**src/design/bsvi_pkg.sv**
```systemverilog
`timescale 1ns / 1ps

package bsvi_pkg;

  // Geometry of the lookup tables.
  localparam int NPTS   = 11;
  localparam int IDX_W  = 4;
  localparam int VAL_W  = 16;

  // Every segment of every table spans at most 1000 units in x and in y.
  localparam int DIFF_W = 10;
  localparam int NUM_W  = 2 * DIFF_W;
  localparam int QUO_W  = 10;

  localparam int QUEUE_DEPTH_DEF = 4;

  // Input action codes.
  localparam logic ACT_V2S = 1'b0;
  localparam logic ACT_S2V = 1'b1;

  // Result region codes.
  localparam logic [1:0] REGION_INTERP = 2'd0;
  localparam logic [1:0] REGION_TOP    = 2'd1;
  localparam logic [1:0] REGION_BOTTOM = 2'd2;

  // Configuration register indexes.
  localparam logic CFG_PACK = 1'b0;
  localparam logic CFG_GAIN = 1'b1;

  localparam logic [1:0]       PACK_RESET = 2'd0;
  localparam logic [VAL_W-1:0] GAIN_RESET = 16'd32768;

  // Charge returned for a voltage at or below the bottom point.
  localparam logic [VAL_W-1:0] SOC_FLOOR = 16'd500;

  // Pack voltage points in 10 mV units, highest first, one row per pack type.
  localparam logic [0:3][0:NPTS-1][VAL_W-1:0] VOLT_TAB = '{
    '{16'd1460, 16'd1400, 16'd1360, 16'd1340, 16'd1325, 16'd1320,
      16'd1300, 16'd1280, 16'd1260, 16'd1240, 16'd1200},
    '{16'd2920, 16'd2800, 16'd2720, 16'd2680, 16'd2650, 16'd2640,
      16'd2600, 16'd2560, 16'd2520, 16'd2480, 16'd2400},
    '{16'd4380, 16'd4200, 16'd4080, 16'd4020, 16'd3975, 16'd3960,
      16'd3900, 16'd3840, 16'd3780, 16'd3720, 16'd3600},
    '{16'd5840, 16'd5600, 16'd5440, 16'd5360, 16'd5300, 16'd5280,
      16'd5200, 16'd5120, 16'd5040, 16'd4960, 16'd4800}
  };

  // Charge points in 0.01 percent, matching the voltage columns.
  localparam logic [0:NPTS-1][VAL_W-1:0] SOC_TAB = '{
    16'd10000, 16'd9500, 16'd9000, 16'd8000, 16'd7000, 16'd6000,
    16'd5000,  16'd4000, 16'd3000, 16'd2000, 16'd1000
  };

  typedef struct packed {
    logic             action;
    logic [VAL_W-1:0] value;
  } request_t;

  typedef struct packed {
    logic [VAL_W-1:0] answer;
    logic [1:0]       region;
  } result_t;

  // One classified item: answer = base + dy * off / dx.
  typedef struct packed {
    logic [1:0]        region;
    logic [VAL_W-1:0]  base;
    logic [DIFF_W-1:0] dy;
    logic [DIFF_W-1:0] off;
    logic [DIFF_W-1:0] dx;
  } job_t;

  typedef struct packed {
    logic full;
    logic almost_full;
    logic empty;
  } qstat_t;

endpackage

```
**src/design/bsvi_front.sv**
```systemverilog
`timescale 1ns / 1ps

module bsvi_front (
  input  logic              clk,
  input  logic              rst,
  input  logic              start,
  output logic              busy,
  input  bsvi_pkg::request_t request,
  input  logic [1:0]        pack_type,
  input  logic [15:0]       sensor_gain,
  input  bsvi_pkg::qstat_t  qstat,
  output logic              push,
  output bsvi_pkg::job_t    job
);
  import bsvi_pkg::*;

  logic             s1_valid;
  logic             s1_action;
  logic [VAL_W-1:0] s1_value;
  logic [31:0]      s1_prod;

  logic             take;
  logic [16:0]      scaled;
  logic [VAL_W-1:0] x;
  logic [VAL_W-1:0] xp [NPTS];
  logic [VAL_W-1:0] yp [NPTS];
  logic [NPTS-2:0]  ge;
  logic [IDX_W-1:0] seg;
  logic [IDX_W-1:0] seg_lo;
  logic             found;
  logic [VAL_W-1:0] dy_full;
  logic [VAL_W-1:0] dx_full;
  logic [VAL_W-1:0] off_full;
  logic             at_bottom;

  // Room is needed for the item now in the classify stage and the new one.
  assign busy = qstat.full | (qstat.almost_full & s1_valid);
  assign take = start & ~busy;
  assign push = s1_valid;

  always_ff @(posedge clk) begin
    if (rst) begin
      s1_valid <= 1'b0;
    end else begin
      s1_valid <= take;
    end
  end

  always_ff @(posedge clk) begin
    if (take) begin
      s1_action <= request.action;
      s1_value  <= request.value;
      s1_prod   <= {16'd0, request.value} * {16'd0, sensor_gain};
    end
  end

  always_comb begin
    scaled = s1_prod[31:15];
    if (s1_action == ACT_S2V) begin
      x = s1_value;
    end else begin
      x = scaled[16] ? 16'hFFFF : scaled[15:0];
    end
    for (int i = 0; i < NPTS; i++) begin
      xp[i] = (s1_action == ACT_S2V) ? SOC_TAB[i] : VOLT_TAB[pack_type][i];
      yp[i] = (s1_action == ACT_S2V) ? VOLT_TAB[pack_type][i] : SOC_TAB[i];
    end
    for (int i = 0; i < NPTS - 1; i++) begin
      ge[i] = (x >= xp[i + 1]);
    end
    // The segment searched first from the top of the table wins.
    seg   = '0;
    found = 1'b0;
    for (int i = NPTS - 2; i >= 0; i--) begin
      if (ge[i]) begin
        seg   = IDX_W'(i);
        found = 1'b1;
      end
    end
    seg_lo   = seg + IDX_W'(1);
    dy_full  = yp[seg] - yp[seg_lo];
    dx_full  = xp[seg] - xp[seg_lo];
    off_full = x - xp[seg_lo];

    // A voltage equal to the bottom point clamps, a charge equal to it does not.
    if (s1_action == ACT_S2V) begin
      at_bottom = (x < xp[NPTS - 1]);
    end else begin
      at_bottom = (x <= xp[NPTS - 1]);
    end

    job.dy  = '0;
    job.off = '0;
    job.dx  = DIFF_W'(1);
    priority if (x >= xp[0]) begin
      job.region = REGION_TOP;
      job.base   = yp[0];
    end else if (at_bottom) begin
      job.region = REGION_BOTTOM;
      job.base   = (s1_action == ACT_S2V) ? yp[NPTS - 1] : SOC_FLOOR;
    end else if (found) begin
      job.region = REGION_INTERP;
      job.base   = yp[seg_lo];
      job.dy     = dy_full[DIFF_W-1:0];
      job.off    = off_full[DIFF_W-1:0];
      job.dx     = dx_full[DIFF_W-1:0];
    end else begin
      job.region = REGION_INTERP;
      job.base   = '0;
    end
  end

endmodule

```
**src/design/bsvi_queue.sv**
```systemverilog
`timescale 1ns / 1ps

module bsvi_queue #(
  parameter int DEPTH = bsvi_pkg::QUEUE_DEPTH_DEF
) (
  input  logic             clk,
  input  logic             rst,
  input  logic             push,
  input  bsvi_pkg::job_t   push_data,
  input  logic             pop,
  output bsvi_pkg::job_t   pop_data,
  output bsvi_pkg::qstat_t qstat
);
  import bsvi_pkg::*;

  localparam int PW = (DEPTH > 1) ? $clog2(DEPTH) : 1;
  localparam int CW = $clog2(DEPTH + 1);

  job_t          mem [DEPTH];
  logic [PW-1:0] wr_ptr;
  logic [PW-1:0] rd_ptr;
  logic [CW-1:0] count;

  assign pop_data          = mem[rd_ptr];
  assign qstat.empty       = (count == '0);
  assign qstat.full        = (count == CW'(DEPTH));
  assign qstat.almost_full = (count >= CW'(DEPTH - 1));

  always_ff @(posedge clk) begin
    if (push) begin
      mem[wr_ptr] <= push_data;
    end
  end

  always_ff @(posedge clk) begin
    if (rst) begin
      wr_ptr <= '0;
      rd_ptr <= '0;
      count  <= '0;
    end else begin
      if (push) begin
        wr_ptr <= (wr_ptr == PW'(DEPTH - 1)) ? '0 : wr_ptr + PW'(1);
      end
      if (pop) begin
        rd_ptr <= (rd_ptr == PW'(DEPTH - 1)) ? '0 : rd_ptr + PW'(1);
      end
      unique case ({push, pop})
        2'b10:   count <= count + CW'(1);
        2'b01:   count <= count - CW'(1);
        default: count <= count;
      endcase
    end
  end

endmodule

```
**src/design/bsvi_back.sv**
```systemverilog
`timescale 1ns / 1ps

module bsvi_back (
  input  logic              clk,
  input  logic              rst,
  input  logic              avail,
  input  bsvi_pkg::job_t    job,
  output logic              pop,
  output logic              done,
  output bsvi_pkg::result_t result
);
  import bsvi_pkg::*;

  logic [QUO_W:0]    vld;
  logic [NUM_W-1:0]  rem    [QUO_W];
  logic [DIFF_W-1:0] dvs    [QUO_W];
  logic [QUO_W-1:0]  quo    [QUO_W+1];
  logic [VAL_W-1:0]  base   [QUO_W+1];
  logic [1:0]        region [QUO_W+1];

  // The back end never stalls, so it drains the queue whenever it holds work.
  assign pop = avail;

  always_ff @(posedge clk) begin
    if (rst) begin
      vld <= '0;
    end else begin
      vld <= {vld[QUO_W-1:0], avail};
    end
  end

  always_ff @(posedge clk) begin
    if (avail) begin
      rem[0]    <= {{(NUM_W-2*DIFF_W){1'b0}}, job.dy} * {{(NUM_W-2*DIFF_W){1'b0}}, job.off};
      dvs[0]    <= job.dx;
      quo[0]    <= '0;
      base[0]   <= job.base;
      region[0] <= job.region;
    end
  end

  // Restoring division, one quotient bit per stage, most significant first.
  for (genvar k = 0; k < QUO_W; k++) begin : g_div
    localparam int B = QUO_W - 1 - k;
    localparam logic [QUO_W-1:0] QBIT = QUO_W'(1) << B;

    logic [NUM_W-1:0] trial;
    logic             fits;

    assign trial = {{(NUM_W-DIFF_W){1'b0}}, dvs[k]} << B;
    assign fits  = (rem[k] >= trial);

    always_ff @(posedge clk) begin
      quo[k+1]    <= fits ? (quo[k] | QBIT) : quo[k];
      base[k+1]   <= base[k];
      region[k+1] <= region[k];
    end

    if (k < QUO_W - 1) begin : g_carry
      always_ff @(posedge clk) begin
        rem[k+1] <= fits ? (rem[k] - trial) : rem[k];
        dvs[k+1] <= dvs[k];
      end
    end
  end

  always_ff @(posedge clk) begin
    if (rst) begin
      done <= 1'b0;
    end else begin
      done <= vld[QUO_W];
    end
  end

  always_ff @(posedge clk) begin
    result.answer <= base[QUO_W] + {{(VAL_W-QUO_W){1'b0}}, quo[QUO_W]};
    result.region <= region[QUO_W];
  end

endmodule

```
**src/design/battery_soc_voltage_interpolator.sv**
```systemverilog
`timescale 1ns / 1ps

// Channel   Handshake              Payload               Direction
// request   start / busy           request (action, value) in
// result    done (one-cycle strobe) result (answer, region) out
// config    cfg_valid / cfg_ready  cfg_index, cfg_data    in
//
// A request transfers at a rising edge with start high and busy low; one item
// can transfer in every cycle. The sustained rate of one item per cycle is set
// by the queue draining one entry a cycle into a fully pipelined back end whose
// ten-stage restoring divider takes a new dividend every cycle. Each result
// appears on done in request order. Reset is synchronous and clears the
// configuration to pack type 0 and unity gain. The receiver cannot stall.
// Busy rises only when the queue cannot hold both the item in the classify
// stage and a new one; the back end drains a job every cycle, so at the
// default queue depth the queue never fills and busy stays low.
module battery_soc_voltage_interpolator #(
  parameter int QUEUE_DEPTH = bsvi_pkg::QUEUE_DEPTH_DEF
) (
  input  logic               clk,
  input  logic               rst,
  input  logic               start,
  output logic               busy,
  input  bsvi_pkg::request_t request,
  input  logic               cfg_valid,
  output logic               cfg_ready,
  input  logic               cfg_index,
  input  logic [15:0]        cfg_data,
  output logic               done,
  output bsvi_pkg::result_t  result
);
  import bsvi_pkg::*;

  logic [1:0]       pack_type;
  logic [VAL_W-1:0] sensor_gain;

  logic   push;
  job_t   push_job;
  logic   pop;
  job_t   pop_job;
  qstat_t qstat;

  // Configuration writes are accepted in every cycle; the user, not the block,
  // must issue them only while idle, so no item in flight sees a table change.
  assign cfg_ready = 1'b1;

  always_ff @(posedge clk) begin
    if (rst) begin
      pack_type   <= PACK_RESET;
      sensor_gain <= GAIN_RESET;
    end else if (cfg_valid && cfg_ready) begin
      unique case (cfg_index)
        CFG_PACK: pack_type   <= cfg_data[1:0];
        CFG_GAIN: sensor_gain <= cfg_data;
      endcase
    end
  end

  // The front end scales the voltage, picks the table segment or the clamp,
  // and hands a job of the form base + dy * off / dx to the queue.
  bsvi_front u_front (
    .clk        (clk),
    .rst        (rst),
    .start      (start),
    .busy       (busy),
    .request    (request),
    .pack_type  (pack_type),
    .sensor_gain(sensor_gain),
    .qstat      (qstat),
    .push       (push),
    .job        (push_job)
  );

  bsvi_queue #(
    .DEPTH(QUEUE_DEPTH)
  ) u_queue (
    .clk      (clk),
    .rst      (rst),
    .push     (push),
    .push_data(push_job),
    .pop      (pop),
    .pop_data (pop_job),
    .qstat    (qstat)
  );

  // The back end multiplies, divides and adds the base, one job per cycle.
  bsvi_back u_back (
    .clk   (clk),
    .rst   (rst),
    .avail (~qstat.empty),
    .job   (pop_job),
    .pop   (pop),
    .done  (done),
    .result(result)
  );

endmodule

```
**config.mk**
```make
export PLATFORM = sky130hd
export DESIGN_NAME = battery_soc_voltage_interpolator
export DESIGN_NICKNAME = d
export VERILOG_FILES = /design/src/design/bsvi_pkg.sv /design/src/design/bsvi_front.sv /design/src/design/bsvi_queue.sv /design/src/design/bsvi_back.sv /design/src/design/battery_soc_voltage_interpolator.sv
export SDC_FILE = /design/constraint.sdc
export NUM_CORES = 2
export LEC_CHECK = 0
export BUFFER_PORTS_ARGS = -buffer_cell sky130_fd_sc_hd__buf_2
export CAP_MARGIN = 40
export CORE_MARGIN = 2
export CORE_UTILIZATION = 60
export DETAILED_ROUTE_END_ITERATION = 10
export PLACE_DENSITY = 0.76
export REMOVE_ABC_BUFFERS = 1
export SLEW_MARGIN = 15
export SYNTH_ARGS = -nofsm -noshare
export SYNTH_HDL_FRONTEND = slang
export SYNTH_SLANG_ARGS = --single-unit
```
**constraint.sdc**
```tcl
create_clock -name clk -period 12.9 [get_ports clk]
set_clock_uncertainty 0.2 [all_clocks]
set_input_delay 2.58 -clock clk [delete_from_list [all_inputs] [get_ports clk]]
set_output_delay 2.58 -clock clk [all_outputs]
set_load 0.005 [all_outputs]
```
==> out/qor.csv <==
stage,metric,value,unit
sta,Worst slew margin,0.429,
pwr,Logic pwr share,0.544,
sta,Tcrit/Tclk final,0.785,
pwr,Sw Pwr,0.00588,W
logic_synthesis,number of distinct library cells after synthesis,103,
logic_synthesis,"area leader, netlist",dfxtp_1,
sta,final-report hold violation count,0,
placement,post-DP HPWL,69600,µm
route,DR pass1 iterations,9,
logic_synthesis,share of the synthesized area in the top cell type,0.247,
route,Vias/cell,5.70,
global_route,initial antenna violation count,0,
worst_setup_path,most frequent cell on the critical path,a21o_1,
placement,cell total after placement,5041,
route,post-route ant nets,0,
logic_synthesis,Syn. warnings,0,
clock_tree,CTS buffer count,80,
clock_tree,Clock Root Buffer,clkbuf_16,
floorplan,row count,99,
logic_synthesis,Synth Area in Adders,0.227,
global_route,M1 GR Usage,0.340,
clock_tree,CTS Hold Bufs,0,
pwr,Flop pwr share,0.298,
sta,Slew @ Worst Pin,0.855,ns
global_route,largest net degree at the start of global routing,79,
clock_tree,Max clock buf depth,3,
layout,cell area after layout,47900,µm²
logic_synthesis,post-synthesis mux area share,0.0297,
pwr,Power Dens Cells,308,nW/µm²
clock_tree,CTS H-tree depth,3,
sta,crit path time final,10.13,ns
clock_tree,clock sink total,807,
worst_setup_path,Worst path slowest cell,ha_1,
clock_tree,TritonCTS clock tree,done,
logic_synthesis,"EDFF count, synth",264,
logic_synthesis,Syn Inst Count,4144,
logic_synthesis,synthesized-area fraction occupied by xor and xnor cells,0.0344,
min_path,Hold Crit Class,reg2reg,
placement,global placer's final weighted congestion,0.953,
logic_synthesis,"FF+latch count, synth",807,
layout,Final Core Density,0.657,
floorplan,Ports,59,
global_route,first-pass GRT wire length,157000,µm
layout,P&R area growth vs syn,8.84,%
worst_setup_path,Worst path max stage delay,0.86,ns
logic_synthesis,ys async rst share,0,
logic_synthesis,Synth Flop Type,dfxtp_1,
layout,final std cells w/o fill,5191,
sta,"Setup violations, final",0,
sta,"Slew Viols, Final",0,
logic_synthesis,Synth area leaders,"dfxtp_1 25%, edfxtp_1 18%, fa_1 12%",
global_route,gr busiest metal,met2,
placement,Placement Cell Area,45200,µm²
global_route,GRT overflow,0,
sta,total negative setup slack,0,ns
clock_tree,Worst-path clk slew,0.06,ns
floorplan,die span in y,275,µm
floorplan,Core Box Area,72800,µm²
clock_tree,post-CTS setup buffers,0,
route,DR iter-0 viols,2393,
global_route,GR Util All Layers,0.263,
worst_setup_path,worst endpoint data arrival time,10.30,ns
outcome,status,completed,
layout,Nets,4839,
layout,filler instances,5575,
floorplan,Die ar.,75500,µm²
global_route,M2 GR Usage,0.446,
logic_synthesis,area of the mapped netlist,44000,µm²
flow_run,max-cap check violation count,0,
worst_setup_path,CP Max Fanout,37,
worst_setup_path,worst setup path category,reg2reg,
pwr,Worst VDD drop,0.000448,V
pwr,Pwr Total,0.0147,W
layout,share of cells above drive strength 1,0.0733,
route,via count,29600,
clock_tree,later-pin clock latency in the skew report,0.63,ns
pwr,Clock Power Share,0.158,
logic_synthesis,largest family of logic cells by synthesized area,adder cells,
sta,Max Clk Rate,0.0987,GHz
layout,# diodes,0,
logic_synthesis,simple-gate share of the synthesized area,0.121,
route,residual DRC count,0,
global_route,met3 Use GR,0.0416,
clock_tree,post-cts gate resize count,0,
floorplan,Die Wd,275,µm
placement,Port Buffer Count,57,
route,wire per inst,18.7,µm
route,WL final,97100,µm
worst_setup_path,crit start category,register,
pwr,Leak Pwr,20.8,nW
worst_setup_path,Worst setup EP type,register,
logic_synthesis,sequential cell area fraction in the yosys report,0.427,
floorplan,Initial Util,0.604,
sta,unrepaired setup endpoints after global routing,no,
pwr,Sw Share,0.399,
logic_synthesis,synthesized area per cell,10.6,µm²
global_route,vias in the first global route,29900,
pwr,internal power,0.00887,W
logic_synthesis,Compound-Gate Fraction of Synth Area,0.106,
worst_setup_path,critical path required time,13.07,ns
[worst paths after layout]
path,start,endpoint,slack [ns],depth (start not counted)
worst max-delay path,pack_type[0],u_queue.mem[1][29],2.77,30
worst min-delay path,u_back.base[9][8],u_back.base[10][8],0.12,0
worst min register to register,u_back.base[9][8],u_back.base[10][8],0.12,0
worst max register to register,pack_type[0],u_queue.mem[1][29],2.77,30
[power groups by stage]
stage	clock (W)	sequential (W)	combinational, W
finish	0.00233	0.00440	0.00802
global route	0.00248	0.00450	0.00916
CTS	0.00238	0.00442	0.00806
detailed placement	0	0.00445	0.00792
global placement	0	0.00442	0.00777
floorplan	0	0.00430	0.00630
[metrics by stage]
stage | setup slack (ns) | hold slack [ns]
floorplan | 1.14 | 0.110
global placement | 3.32 | 0.110
detailed placement | 3.02 | 0.112
CTS | 3.01 | 0.120
global route | 2.27 | 0.117
finish | 2.77 | 0.120
[placed cells by master, fill, tap and decap left out, types with 10 or more instances in the layout]
cell       instances
edfxtp_1         264
a221oi_1          11
o22ai_1           11
nor3_1            58
ha_1             367
nor2b_1           54
dfxtp_1          541
o21bai_1          20
nand2_1          425
mux2i_1           18
a21boi_0          10
buf_2             57
fa_1             269
buf_4             27
nor2_1           210
clkinv_2          14
or3_1             13
a31oi_1           27
clkbuf_16         81
clkbuf_1          14
a21o_1           101
o21a_1            13
xnor2_1          120
nand4_1           20
mux4_2            47
a21oi_1          222
clkinv_1          11
and2_1           142
nor4_1            26
inv_1            471
a211oi_1          15
o21ai_0          155
o2111ai_1         11
xor2_1            47
o211ai_1          17
nand2b_1          54
nand3_1           38
[state kept, by name (all words and copies together) (netlist names), 2 cells and up, named ones only]
| name | flops |
|---|---|
| pack_type | 2 |
| sensor_gain | 16 |
| u_back.base | 154 |
| u_back.dvs | 100 |
| u_back.quo | 55 |
| u_back.region | 22 |
| u_back.rem | 200 |
| u_back.result | 18 |
| u_back.vld | 11 |
| u_front.s1_prod | 17 |
| u_front.s1_value | 16 |
| u_queue.count | 3 |
| u_queue.mem | 184 |
| u_queue.rd_ptr | 2 |
| u_queue.wr_ptr | 2 |
[cell type report]
cell class	count	area (µm²)	area share
Multi-Input combinational cell	2711	22800	0.477
Sequential cell	807	18800	0.393
Clock buffer	104	2190	0.0458
Inverter	477	1790	0.0374
Tap cell	959	1200	0.0251
Timing Repair Buffer	88	558	0.0117
Clock inverter	45	504	0.0105
[kinds of logic after synthesis]
kind of cell / count (synthesis)
compound gates: 726
xor+xnor: 170
fa+ha+maj: 636
buf+inv: 626
flops: 807
mux: 71
other cells: 2
simple gates: 1106
[Yosys cell counts (9+ instances only)]
cell and n:
buf_2 9, dfxtp_1 543, inv_1 472, a31oi_1 27, and2_1 147, or3_1 13
nand3_1 38, nor4_1 26, nand2_1 425, edfxtp_1 264, nor2b_1 54, nand4_1 20
o21bai_1 20, fa_1 269, buf_1 14, xor2_1 48, o2111ai_1 11, a21o_1 101
mux4_2 47, a21oi_1 222, clkbuf_1 119, o211ai_1 17, mux2i_1 18, a211oi_1 16
a22oi_1 9, nor2_1 210, o21ai_0 156, ha_1 367, o22ai_1 11, o21a_1 13
nor3_1 58, nand2b_1 54, a21boi_0 10, o31ai_1 9, xnor2_1 120, a221oi_1 11
[layer usage]
metal | wire [µm] | vias to the layer above
met5 | 0 | -
met4 | 3690 | 0
met3 | 6140 | 234
met2 | 46800 | 978
met1 | 40500 | 14300
li1 | - | 14100
[critical path: cells and delay by family (launching register included)]
| family | cells | cell delay [ns] |
|---|---|---|
| xor gates and xnor gates | 2 | 0.29 |
| DFF | 1 | 0.78 |
| buffers and inverters | 4 | 1.84 |
| and+or+nand+nor | 6 | 1.33 |
| adders and majority gates | 4 | 2.32 |
| AOI/OAI and AO/OA | 14 | 3.09 |
No activity file was read; power rests on OpenSTA's default activity.
